===== config.mk =====
export PLATFORM = sky130hd
export DESIGN_NAME = msa_image_rle_decoder
export DESIGN_NICKNAME = d
export VERILOG_FILES = /design/src/rtl/msa_rle_pkg.sv /design/src/rtl/msa_rle_mul.sv /design/src/rtl/msa_image_rle_decoder.sv
export SDC_FILE = /design/constraint.sdc
export NUM_CORES = 2
export LEC_CHECK = 0
export BUFFER_PORTS_ARGS = -buffer_cell sky130_fd_sc_hd__buf_2
export CAP_MARGIN = 25
export CORE_MARGIN = 2
export CORE_UTILIZATION = 65
export DETAILED_ROUTE_END_ITERATION = 12
export PLACE_DENSITY = 0.82
export SYNTH_ARGS = -nofsm -noshare
export SYNTH_HDL_FRONTEND = slang
export SYNTH_SLANG_ARGS = --single-unit

===== constraint.sdc =====
create_clock -name clock -period 10.05 [get_ports clock]
set_clock_uncertainty 0.05 [all_clocks]
set_input_delay 2.01 -clock clock [delete_from_list [all_inputs] [get_ports clock]]
set_output_delay 2.01 -clock clock [all_outputs]
set_load 0.02 [all_outputs]

===== src/rtl/msa_rle_pkg.sv =====
// Shared types and constants for the run-length image decoder.
// Used by msa_image_rle_decoder and its testbench; depends on nothing else.
package msa_rle_pkg;

   localparam int OFFSET_W = 21;
   localparam int COUNT_W  = 16;
   localparam int STATUS_W = 2;
   localparam int TRK_W    = 17;
   localparam int REM_W    = 34;

   localparam logic [7:0] RUN_MARK = 8'hE5;
   localparam logic [7:0] SIG0     = 8'h0E;
   localparam logic [7:0] SIG1     = 8'h0F;

   localparam logic [STATUS_W-1:0] ST_OK      = 2'd0;
   localparam logic [STATUS_W-1:0] ST_BAD_SIG = 2'd1;
   localparam logic [STATUS_W-1:0] ST_CORRUPT = 2'd2;

   // Header byte positions that carry a meaning.
   localparam logic [3:0] HB_SIG0    = 4'd0;
   localparam logic [3:0] HB_SIG1    = 4'd1;
   localparam logic [3:0] HB_SPT_HI  = 4'd2;
   localparam logic [3:0] HB_SPT_LO  = 4'd3;
   localparam logic [3:0] HB_SIDE_HI = 4'd4;
   localparam logic [3:0] HB_SIDE_LO = 4'd5;
   localparam logic [3:0] HB_TRK_HI  = 4'd8;
   localparam logic [3:0] HB_TRK_LO  = 4'd9;

   typedef enum logic [6:0] {
      PH_HEADER = 7'b0000001,
      PH_LEN    = 7'b0000010,
      PH_DATA   = 7'b0000100,
      PH_MVAL   = 7'b0001000,
      PH_MHI    = 7'b0010000,
      PH_MLO    = 7'b0100000,
      PH_HALT   = 7'b1000000
   } phase_type;

   typedef enum logic [4:0] {
      SQ_IDLE = 5'b00001,
      SQ_M1   = 5'b00010,
      SQ_M2   = 5'b00100,
      SQ_M3   = 5'b01000,
      SQ_M4   = 5'b10000
   } seq_type;

endpackage


===== src/rtl/msa_rle_mul.sv =====
// Shared multiplier with a registered product, reused for every header product.
// Self-contained; the operand widths come in as parameters.
module msa_rle_mul #(
   parameter int A_W = 25,
   parameter int B_W = 17
) (
   input  logic               clock,
   input  logic               load,
   input  logic [A_W-1:0]     op_a,
   input  logic [B_W-1:0]     op_b,
   output logic [A_W+B_W-1:0] product
);

   logic [A_W+B_W-1:0] product_ff;
   logic [A_W+B_W-1:0] product_in;

   assign product_in = (A_W+B_W)'(op_a) * (A_W+B_W)'(op_b);

   always_ff @(posedge clock) begin
      if (load) begin
         product_ff <= product_in;
      end
   end

   assign product = product_ff;

endmodule


===== src/rtl/msa_image_rle_decoder.sv =====
// Top level of the run-length compressed disk image decoder.
// Depends on msa_rle_pkg and msa_rle_mul.
//
// The decoder takes the compressed image file one byte per word and gives one
// result word for each literal or run: value, repeat count and flat offset,
// with status and tlast. The input is held off after the last header byte,
// while the image capacity and the track total are formed by four passes
// through one shared multiplier. The input is also held off while a result
// word waits and is not being taken in the same cycle.
module msa_image_rle_decoder
   import msa_rle_pkg::*;
#(
   parameter int IMAGE_BYTES  = 2097152,
   parameter int SECTOR_BYTES = 512
) (
   input  logic        clock,
   input  logic        reset,
   input  logic        req_tvalid,
   output logic        req_tready,
   input  logic [7:0]  req_tdata,   // [7:0] in_byte
   input  logic [0:0]  req_tuser,   // [0] start_of_file
   output logic        rsp_tvalid,
   input  logic        rsp_tready,
   output logic [47:0] rsp_tdata,   // [7:0] fill_value, [23:8] repeat_count,
                                    // [44:24] out_offset, [46:45] status
   output logic        rsp_tlast    // last
);

   localparam int CAP_W = $clog2(IMAGE_BYTES + 1);
   localparam int SB_W  = $clog2(65535 * SECTOR_BYTES + 1);
   localparam int MA_W  = (CAP_W > TRK_W) ? CAP_W : TRK_W;
   localparam int P_W   = MA_W + TRK_W;
   localparam int SUM_W = ((CAP_W > COUNT_W) ? CAP_W : COUNT_W) + 1;
   localparam int EXT_W = (CAP_W > OFFSET_W) ? CAP_W : OFFSET_W;

   phase_type            phase_ff, phase_in;
   seq_type              seq_ff, seq_in;
   logic [3:0]           idx_ff, idx_in;
   logic [15:0]          spt_ff, spt_in;
   logic [TRK_W-1:0]     sides_ff, sides_in;
   logic [TRK_W-1:0]     tc_ff, tc_in;
   logic [CAP_W-1:0]     cap_ff, cap_in;
   logic [REM_W-1:0]     rem_ff, rem_in;
   logic [15:0]          tlen_ff, tlen_in;
   logic [15:0]          seen_ff, seen_in;
   logic                 raw_ff, raw_in;
   logic [7:0]           rv_ff, rv_in;
   logic [7:0]           rh_ff, rh_in;
   logic [CAP_W-1:0]     woff_ff, woff_in;
   logic [SB_W-1:0]      sb_ff, sb_in;

   logic                 rsp_valid_ff;
   logic [7:0]           rsp_val_ff;
   logic [COUNT_W-1:0]   rsp_cnt_ff;
   logic [OFFSET_W-1:0]  rsp_off_ff;
   logic [STATUS_W-1:0]  rsp_st_ff;
   logic                 rsp_last_ff;

   logic                 accept;
   logic [7:0]           in_b;
   phase_type            ph;
   logic [3:0]           idx;
   logic [CAP_W-1:0]     woff;

   logic                 res_fire;
   logic [7:0]           res_val;
   logic [COUNT_W-1:0]   res_cnt;
   logic [CAP_W-1:0]     res_off;
   logic [STATUS_W-1:0]  res_st;
   logic                 res_last;
   logic                 chk_close;
   logic [REM_W-1:0]     rem_dec;
   logic [15:0]          tlen_new;
   logic [COUNT_W-1:0]   run_len;
   logic [SUM_W-1:0]     run_end;
   logic [EXT_W-1:0]     off_ext;

   logic                 mul_load;
   logic [MA_W-1:0]      mul_a;
   logic [TRK_W-1:0]     mul_b;
   logic [P_W-1:0]       mul_p;
   logic [CAP_W-1:0]     mul_sat;

   assign req_tready = (seq_ff == SQ_IDLE) && (!rsp_valid_ff || rsp_tready);
   assign accept     = req_tvalid && req_tready;
   assign in_b       = req_tdata;

   // Saturating the partial capacity keeps every product within the multiplier
   // and gives the same clamped result as the full product.
   assign mul_sat = (mul_p > P_W'(IMAGE_BYTES)) ? CAP_W'(IMAGE_BYTES) : mul_p[CAP_W-1:0];

   always_comb begin
      mul_load = 1'b1;
      mul_a    = MA_W'(spt_ff);
      mul_b    = TRK_W'(SECTOR_BYTES);
      case (seq_ff)
         SQ_IDLE: begin
            mul_load = accept;
         end
         SQ_M1: begin
            mul_a = MA_W'(mul_sat);
            mul_b = tc_ff + TRK_W'(1);
         end
         SQ_M2: begin
            mul_a = MA_W'(mul_sat);
            mul_b = sides_ff;
         end
         SQ_M3: begin
            mul_a = MA_W'(tc_ff);
            mul_b = sides_ff;
         end
         default: begin
            mul_load = 1'b0;
         end
      endcase
   end

   msa_rle_mul #(
      .A_W (MA_W),
      .B_W (TRK_W)
   ) u_mul (
      .clock   (clock),
      .load    (mul_load),
      .op_a    (mul_a),
      .op_b    (mul_b),
      .product (mul_p)
   );

   always_comb begin
      ph   = phase_ff;
      idx  = idx_ff;
      woff = woff_ff;
      if (req_tuser[0]) begin
         ph   = PH_HEADER;
         idx  = '0;
         woff = '0;
      end

      phase_in  = phase_ff;
      seq_in    = seq_ff;
      idx_in    = idx_ff;
      spt_in    = spt_ff;
      sides_in  = sides_ff;
      tc_in     = tc_ff;
      cap_in    = cap_ff;
      rem_in    = rem_ff;
      tlen_in   = tlen_ff;
      seen_in   = seen_ff;
      raw_in    = raw_ff;
      rv_in     = rv_ff;
      rh_in     = rh_ff;
      woff_in   = woff_ff;
      sb_in     = sb_ff;
      res_fire  = 1'b0;
      res_val   = '0;
      res_cnt   = '0;
      res_off   = '0;
      res_st    = ST_OK;
      res_last  = 1'b0;
      chk_close = 1'b0;
      rem_dec   = '0;
      tlen_new  = {tlen_ff[15:8], in_b};
      run_len   = {rh_ff, in_b};
      run_end   = SUM_W'(woff) + SUM_W'(run_len);

      case (seq_ff)
         SQ_M1: begin
            sb_in  = mul_p[SB_W-1:0];
            seq_in = SQ_M2;
         end
         SQ_M2: begin
            seq_in = SQ_M3;
         end
         SQ_M3: begin
            cap_in = mul_sat;
            seq_in = SQ_M4;
         end
         SQ_M4: begin
            rem_in = mul_p[REM_W-1:0];
            seq_in = SQ_IDLE;
         end
         default: begin
         end
      endcase

      if (accept) begin
         phase_in = ph;
         idx_in   = idx;
         woff_in  = woff;
         case (ph)
            PH_HEADER: begin
               idx_in = idx + 4'd1;
               case (idx)
                  HB_SIG0: begin
                     if (in_b != SIG0) begin
                        res_fire = 1'b1;
                        res_st   = ST_BAD_SIG;
                        res_last = 1'b1;
                        phase_in = PH_HALT;
                     end
                  end
                  HB_SIG1: begin
                     if (in_b != SIG1) begin
                        res_fire = 1'b1;
                        res_st   = ST_BAD_SIG;
                        res_last = 1'b1;
                        phase_in = PH_HALT;
                     end
                  end
                  HB_SPT_HI:  spt_in   = {in_b, 8'h00};
                  HB_SPT_LO:  spt_in   = {spt_ff[15:8], in_b};
                  HB_SIDE_HI: sides_in = {1'b0, in_b, 8'h00};
                  HB_SIDE_LO: sides_in = {1'b0, sides_ff[15:8], in_b} + TRK_W'(1);
                  HB_TRK_HI:  tc_in    = {1'b0, in_b, 8'h00};
                  HB_TRK_LO: begin
                     tc_in    = {1'b0, tc_ff[15:8], in_b} + TRK_W'(1);
                     phase_in = PH_LEN;
                     idx_in   = '0;
                     seq_in   = SQ_M1;
                  end
                  default: begin
                  end
               endcase
            end
            PH_LEN: begin
               if (idx == 4'd0) begin
                  tlen_in = {in_b, 8'h00};
                  idx_in  = 4'd1;
               end else begin
                  tlen_in   = tlen_new;
                  idx_in    = '0;
                  seen_in   = '0;
                  raw_in    = ({{(SB_W-16){1'b0}}, tlen_new} == sb_ff);
                  phase_in  = PH_DATA;
                  chk_close = 1'b1;
               end
            end
            PH_DATA: begin
               seen_in = seen_ff + 16'd1;
               if (raw_ff || in_b != RUN_MARK) begin
                  if (woff >= cap_ff) begin
                     res_fire = 1'b1;
                     res_st   = ST_CORRUPT;
                     res_last = 1'b1;
                     phase_in = PH_HALT;
                  end else begin
                     res_fire  = 1'b1;
                     res_val   = in_b;
                     res_cnt   = COUNT_W'(1);
                     res_off   = woff;
                     woff_in   = woff + CAP_W'(1);
                     chk_close = 1'b1;
                  end
               end else if (({2'b00, seen_in} + 18'd3) > {2'b00, tlen_ff}) begin
                  // A run marker needs three more bytes inside its track.
                  res_fire = 1'b1;
                  res_st   = ST_CORRUPT;
                  res_last = 1'b1;
                  phase_in = PH_HALT;
               end else begin
                  phase_in = PH_MVAL;
               end
            end
            PH_MVAL: begin
               seen_in  = seen_ff + 16'd1;
               rv_in    = in_b;
               phase_in = PH_MHI;
            end
            PH_MHI: begin
               seen_in  = seen_ff + 16'd1;
               rh_in    = in_b;
               phase_in = PH_MLO;
            end
            PH_MLO: begin
               seen_in = seen_ff + 16'd1;
               if (run_end > SUM_W'(cap_ff)) begin
                  res_fire = 1'b1;
                  res_st   = ST_CORRUPT;
                  res_last = 1'b1;
                  phase_in = PH_HALT;
               end else begin
                  res_fire  = 1'b1;
                  res_val   = rv_ff;
                  res_cnt   = run_len;
                  res_off   = woff;
                  woff_in   = run_end[CAP_W-1:0];
                  phase_in  = PH_DATA;
                  chk_close = 1'b1;
               end
            end
            default: begin
            end
         endcase

         if (chk_close && (seen_in >= tlen_in)) begin
            rem_dec = rem_ff - REM_W'(rem_ff != '0);
            rem_in  = rem_dec;
            if (rem_dec == '0) begin
               // End of image: flag the data word, or give an end word of its own.
               phase_in = PH_HALT;
               res_last = 1'b1;
               if (!res_fire) begin
                  res_fire = 1'b1;
                  res_off  = woff_in;
               end
            end else begin
               phase_in = PH_LEN;
               idx_in   = '0;
            end
         end
      end
   end

   assign off_ext = EXT_W'(res_off);

   always_ff @(posedge clock) begin
      if (reset) begin
         phase_ff     <= PH_HEADER;
         seq_ff       <= SQ_IDLE;
         idx_ff       <= '0;
         spt_ff       <= '0;
         sides_ff     <= '0;
         tc_ff        <= '0;
         cap_ff       <= '0;
         rem_ff       <= '0;
         tlen_ff      <= '0;
         seen_ff      <= '0;
         raw_ff       <= 1'b0;
         rv_ff        <= '0;
         rh_ff        <= '0;
         woff_ff      <= '0;
         sb_ff        <= '0;
         rsp_valid_ff <= 1'b0;
      end else begin
         phase_ff <= phase_in;
         seq_ff   <= seq_in;
         idx_ff   <= idx_in;
         spt_ff   <= spt_in;
         sides_ff <= sides_in;
         tc_ff    <= tc_in;
         cap_ff   <= cap_in;
         rem_ff   <= rem_in;
         tlen_ff  <= tlen_in;
         seen_ff  <= seen_in;
         raw_ff   <= raw_in;
         rv_ff    <= rv_in;
         rh_ff    <= rh_in;
         woff_ff  <= woff_in;
         sb_ff    <= sb_in;
         if (accept && res_fire) begin
            rsp_valid_ff <= 1'b1;
         end else if (rsp_tready) begin
            rsp_valid_ff <= 1'b0;
         end
      end
   end

   always_ff @(posedge clock) begin
      if (accept && res_fire) begin
         rsp_val_ff  <= res_val;
         rsp_cnt_ff  <= res_cnt;
         rsp_off_ff  <= off_ext[OFFSET_W-1:0];
         rsp_st_ff   <= res_st;
         rsp_last_ff <= res_last;
      end
   end

   assign rsp_tvalid = rsp_valid_ff;
   assign rsp_tdata  = {1'b0, rsp_st_ff, rsp_off_ff, rsp_cnt_ff, rsp_val_ff};
   assign rsp_tlast  = rsp_last_ff;

   a_err_is_last: assert property (@(posedge clock) disable iff (reset)
      (rsp_valid_ff && rsp_st_ff != ST_OK) |-> rsp_last_ff)
      else $error("error word without tlast");

   a_last_halts: assert property (@(posedge clock) disable iff (reset)
      (accept && res_fire && res_last) |=> (phase_ff == PH_HALT))
      else $error("parser still running after a final word");

   a_offset_in_cap: assert property (@(posedge clock) disable iff (reset)
      woff_ff <= cap_ff)
      else $error("write offset beyond image capacity");

   a_cap_clamped: assert property (@(posedge clock) disable iff (reset)
      CAP_W'(cap_ff) <= CAP_W'(IMAGE_BYTES))
      else $error("image capacity above clamp");

   a_seq_blocks_input: assert property (@(posedge clock) disable iff (reset)
      (accept && seq_in == SQ_M1) |=> (!req_tready ##3 !req_tready))
      else $error("input taken during header arithmetic");

endmodule

==> results.rst <==
.. list-table::
   :header-rows: 1

   * - Metric
     - Value
   * - Result of the run
     - finished, final reports clean
   * - Clock latency on the worst-skew pair
     - 0.58 ns
   * - Count of hold buffers inserted by post-cts repair
     - 0
   * - Maximum count of clock buffers along a single path
     - 3
   * - Worst rel slew slack
     - 0.251
   * - Transition time at the pin with the least slew margin
     - 1.12 ns
   * - Core ar.
     - 0.0476 mm^2
   * - Die height
     - 224 um
   * - Power per Cell Area
     - 93.8 mW/mm^2
   * - Final design area excluding fillers
     - 0.0333 mm^2
   * - Global placer's final weighted congestion
     - 1.02
   * - Beginning of the worst hold path
     - cap_ff[20]
   * - Number of instances in the synthesized netlist
     - 3863
   * - GRT Util Overall
     - 0.390
   * - Yosys top cell area share
     - 0.192
   * - MaxCap Viol Count
     - 0
   * - Synthesized area
     - 0.0313 mm^2
   * - Final hold vios
     - 0
   * - Total power of the final layout
     - 3.12 mW
   * - Layout cell share with drive strength beyond 1
     - 0.0690
   * - Crit Path Category
     - flop to flop
   * - Final period util
     - 0.945
   * - Post-synthesis cell type count
     - 112
   * - Average wire per cell in the routed design
     - 21.9 um
   * - Effective utilization at floorplan
     - 0.658
   * - Most used standard cell by instance count after synthesis
     - sky130_fd_sc_hd__nand2_1
   * - Number of buffers added on ports
     - 62
   * - Setup repair after global routing missed its margin
     - no
   * - Peak ir drop on the vdd network
     - 99.1 uV
   * - Count of nets after finishing
     - 4327
   * - Setup Slack @ Placement
     - 0.611 ns
   * - Yosys top cell by area
     - sky130_fd_sc_hd__fa_1
   * - Average vias per placed instance
     - 6.49
   * - Remaining global-route overflow
     - 0
   * - Routed wire length
     - 97300 um
   * - Area after detailed placement
     - 0.0320 mm^2
   * - X dimension of the die
     - 224 um
   * - ANT nets after route
     - 0
   * - Filler Cell Count
     - 3828
   * - Synthesis-to-finish area growth
     - 6.27%
   * - Vias in the first global route
     - 27400
   * - Share of synthesized registers carrying an async set or reset
     - 0
   * - Number of placed instances with taps included
     - 4376
   * - Min-Delay Path Depth
     - 2
   * - Required @ worst endpoint
     - 10.32 ns
   * - Most instantiated flip-flop cell in the synthesis netlist
     - sky130_fd_sc_hd__dfxtp_1
   * - FF-to-FF path depth
     - 26
   * - Arrival time of data at the critical path endpoint
     - 9.76 ns
   * - Clock Sinks
     - 306
   * - Largest driver fanout on the critical path
     - 22
   * - CTS-repair resized insts
     - 0
   * - Cell Count, Final, Fillers Out
     - 4444
   * - Endpoints failing setup
     - 0
   * - Fmax achieved
     - 0.105 GHz
   * - Reg2reg start
     - seq_ff[3]
   * - Ranking of synthesized cells by area
     - sky130_fd_sc_hd__fa_1 19%, sky130_fd_sc_hd__dfxtp_1 14%, sky130_fd_sc_hd__ha_1 8.5%
   * - Pin count of the biggest net entering global routing
     - 125
   * - Average size of a mapped cell
     - 8.11 um^2
   * - Clock period minus final worst setup slack
     - 9.49 ns
   * - Die area
     - 0.0500 mm^2
   * - Dpl hpwl
     - 73500 um
   * - Worst Hold Endpoint
     - cap_ff[20]
   * - Synthesized Nets
     - 4390
   * - Number of detailed-route iterations in the first pass
     - 10
   * - Total of flip-flops plus latches after synthesis
     - 306
   * - DRC marker count from the first detailed-route iteration
     - 3835
   * - Post-Route Setup TNS
     - 0 ns
   * - Worst Setup End Kind
     - flop
   * - Standard-cell rows
     - 80
   * - Tightest hold margin
     - 0.402 ns
   * - Boundary pin count
     - 64
   * - Final WS setup
     - 0.557 ns
   * - Leading post-synthesis cells by instance count
     - 590 x sky130_fd_sc_hd__nand2_1, 454 x sky130_fd_sc_hd__inv_1, 364 x sky130_fd_sc_hd__nor2_1
   * - Remaining design rule violation count
     - 0
   * - Reg-to-reg endpoint
     - u_mul.product[38]
   * - Sort of element at the start of the critical path
     - flop
   * - Portion of the post-synthesis area used by sequential elements
     - 0.223
   * - Number of antenna violations at the first check in global routing
     - 2
   * - TritonCTS buffer count
     - 36
   * - Clock tree root buffer cell
     - sky130_fd_sc_hd__clkbuf_16
   * - Clock-pin transition on the worst setup and hold timing paths
     - 0.06 ns
   * - Count of warnings emitted by yosys
     - 0
   * - Number of flops mapped to enable cells by yosys
     - 87
   * - Leakage power
     - 14.5 nW
   * - Max H-tree Level
     - 2
   * - Postcts setup bufs
     - 0
   * - Hold crit path type
     - flop to flop
   * - Wire length of the first global-routing pass
     - 151000 um
   * - Via Count
     - 28800
   * - Slew Viols, Final
     - 0
   * - Post-Route Utilization
     - 0.699
   * - Worst-case register-to-register setup slack
     - 0.56 ns
   * - TritonCTS clock tree
     - yes
sequential cells by signal (all words and copies together), names as in the netlist:
| signal | cells |
|---|---|
| rsp_tvalid | 1 |
| seq_ff | 5 |
| rsp_off_ff | 21 |
| cap_ff | 22 |
| sb_ff | 25 |
| raw_ff | 1 |
| seen_ff | 16 |
| rsp_val_ff | 8 |
| rsp_cnt_ff | 16 |
| rsp_st_ff | 2 |
| rem_ff | 34 |
| tc_ff | 17 |
| rsp_tlast | 1 |
| idx_ff | 4 |
| phase_ff | 7 |
| rh_ff | 8 |
| spt_ff | 16 |
| u_mul.product | 39 |
| tlen_ff | 16 |
| rv_ff | 8 |
| woff_ff | 22 |
| sides_ff | 17 |
power breakdown:
group | internal [mW] | total (mW) | leakage [nW] | switching (mW)
clock network | 0.835 | 1.40 | 0.621 | 0.568
registers | 1.31 | 1.35 | 2.65 | 0.0382
logic | 0.121 | 0.372 | 11.2 | 0.251
worst max path at each step:
| stage | start | endpoint | slack, ns | depth (start not counted) |
|---|---|---|---|---|
| detailed placement | req_tuser | rsp_val_ff[1] | 0.61 | 24 |
| CTS | u_mul.product[0] | u_mul.product[38] | 0.77 | 30 |
| global placement | req_tuser | rsp_val_ff[5] | 0.53 | 24 |
| global route | u_mul.product[0] | u_mul.product[38] | 0.01 | 30 |
| finish | seq_ff[3] | u_mul.product[38] | 0.56 | 26 |
| floorplan | u_mul.product[0] | u_mul.product[38] | 1.83 | 31 |
cells by family (layout without fill, tap and decap cells):
kind of cell	count (synthesis)	count (layout)	synth area share
other	1	2	0.000120
buffers and inverters	688	653	0.0848
flip-flops	306	306	0.223
adder cells (fa/ha/maj)	514	514	0.277
XOR/XNOR	128	128	0.0358
AND/OR/NAND/NOR	1464	1464	0.219
multiplexers	38	38	0.0123
AO/OA/AOI/OAI	724	724	0.148
cells in the final DEF, fill, tap and decap left out, types with 15 or more instances in the layout:
cell | Yosys | routed
sky130_fd_sc_hd__ha_1 | 214 | 214
sky130_fd_sc_hd__a22oi_1 | 42 | 42
sky130_fd_sc_hd__or2_2 | 15 | 15
sky130_fd_sc_hd__o21ai_1 | 9 | 16
sky130_fd_sc_hd__inv_1 | 454 | 453
sky130_fd_sc_hd__fa_1 | 300 | 300
sky130_fd_sc_hd__nor4_1 | 35 | 35
sky130_fd_sc_hd__buf_4 | 5 | 64
sky130_fd_sc_hd__edfxtp_1 | 87 | 87
sky130_fd_sc_hd__nor2b_1 | 22 | 22
sky130_fd_sc_hd__nand2_1 | 590 | 589
sky130_fd_sc_hd__and2_1 | 48 | 47
sky130_fd_sc_hd__o31ai_1 | 15 | 15
sky130_fd_sc_hd__mux2i_1 | 34 | 34
sky130_fd_sc_hd__nand4_1 | 35 | 35
sky130_fd_sc_hd__o211ai_1 | 25 | 25
sky130_fd_sc_hd__a21o_1 | 28 | 28
sky130_fd_sc_hd__nor3_1 | 85 | 85
sky130_fd_sc_hd__clkbuf_16 | 0 | 37
sky130_fd_sc_hd__nand3_1 | 97 | 97
sky130_fd_sc_hd__nor2_1 | 364 | 364
sky130_fd_sc_hd__o21a_1 | 26 | 26
sky130_fd_sc_hd__nand2b_1 | 16 | 16
sky130_fd_sc_hd__xnor2_1 | 67 | 67
sky130_fd_sc_hd__o21ai_0 | 119 | 110
sky130_fd_sc_hd__or3_1 | 18 | 18
sky130_fd_sc_hd__a211oi_1 | 47 | 47
sky130_fd_sc_hd__dfxtp_1 | 219 | 219
sky130_fd_sc_hd__and3_1 | 50 | 50
sky130_fd_sc_hd__a21oi_1 | 263 | 263
sky130_fd_sc_hd__xor2_1 | 61 | 61
sky130_fd_sc_hd__a31oi_1 | 31 | 31
sky130_fd_sc_hd__buf_2 | 12 | 61
per-layer routing:
metal  global-route usage  wire, um  up-vias
met5                    0        21        -
met2                0.591     42000     1871
met1                0.525     37700    13700
met4                0.190      5550        4
li1                     -         -    12800
met3               0.0948     12000      381
area by class of cell:
| type | instances | area [um^2] | area share |
|---|---|---|---|
| inverter | 459 | 1720 | 0.0518 |
| multi-input combinational | 2869 | 21700 | 0.652 |
| tap | 615 | 769 | 0.0231 |
| clock inverter | 17 | 231 | 0.00695 |
| timing repair buffer | 128 | 845 | 0.0254 |
| clock buffer | 49 | 1030 | 0.0310 |
| sequential | 306 | 7000 | 0.210 |
| antenna | 1 | 2.50 | 0.0000752 |
worst max-delay path, stage by stage (launching register included):
cell and delay (ns):
sky130_fd_sc_hd__dfxtp_1 0.39, sky130_fd_sc_hd__nor3_1 0.51, sky130_fd_sc_hd__nand3b_1 0.76, sky130_fd_sc_hd__buf_4 0.46, sky130_fd_sc_hd__o21ai_1 0.87, sky130_fd_sc_hd__nand2_1 0.19, sky130_fd_sc_hd__fa_1 0.58, sky130_fd_sc_hd__inv_1 0.05
sky130_fd_sc_hd__fa_1 0.53, sky130_fd_sc_hd__inv_1 0.06, sky130_fd_sc_hd__fa_1 0.49, sky130_fd_sc_hd__inv_1 0.05, sky130_fd_sc_hd__fa_1 0.47, sky130_fd_sc_hd__inv_1 0.05, sky130_fd_sc_hd__fa_1 0.50, sky130_fd_sc_hd__fa_1 0.55
sky130_fd_sc_hd__inv_1 0.04, sky130_fd_sc_hd__ha_1 0.40, sky130_fd_sc_hd__a211oi_1 0.29, sky130_fd_sc_hd__o21ai_0 0.13, sky130_fd_sc_hd__a31oi_1 0.26, sky130_fd_sc_hd__a2bb2oi_1 0.31, sky130_fd_sc_hd__a21oi_1 0.10, sky130_fd_sc_hd__or2_2 0.34
sky130_fd_sc_hd__o41ai_1 0.52, sky130_fd_sc_hd__nand2_1 0.11, sky130_fd_sc_hd__o311a_1 0.15
Power figures use the tool's default switching activity.
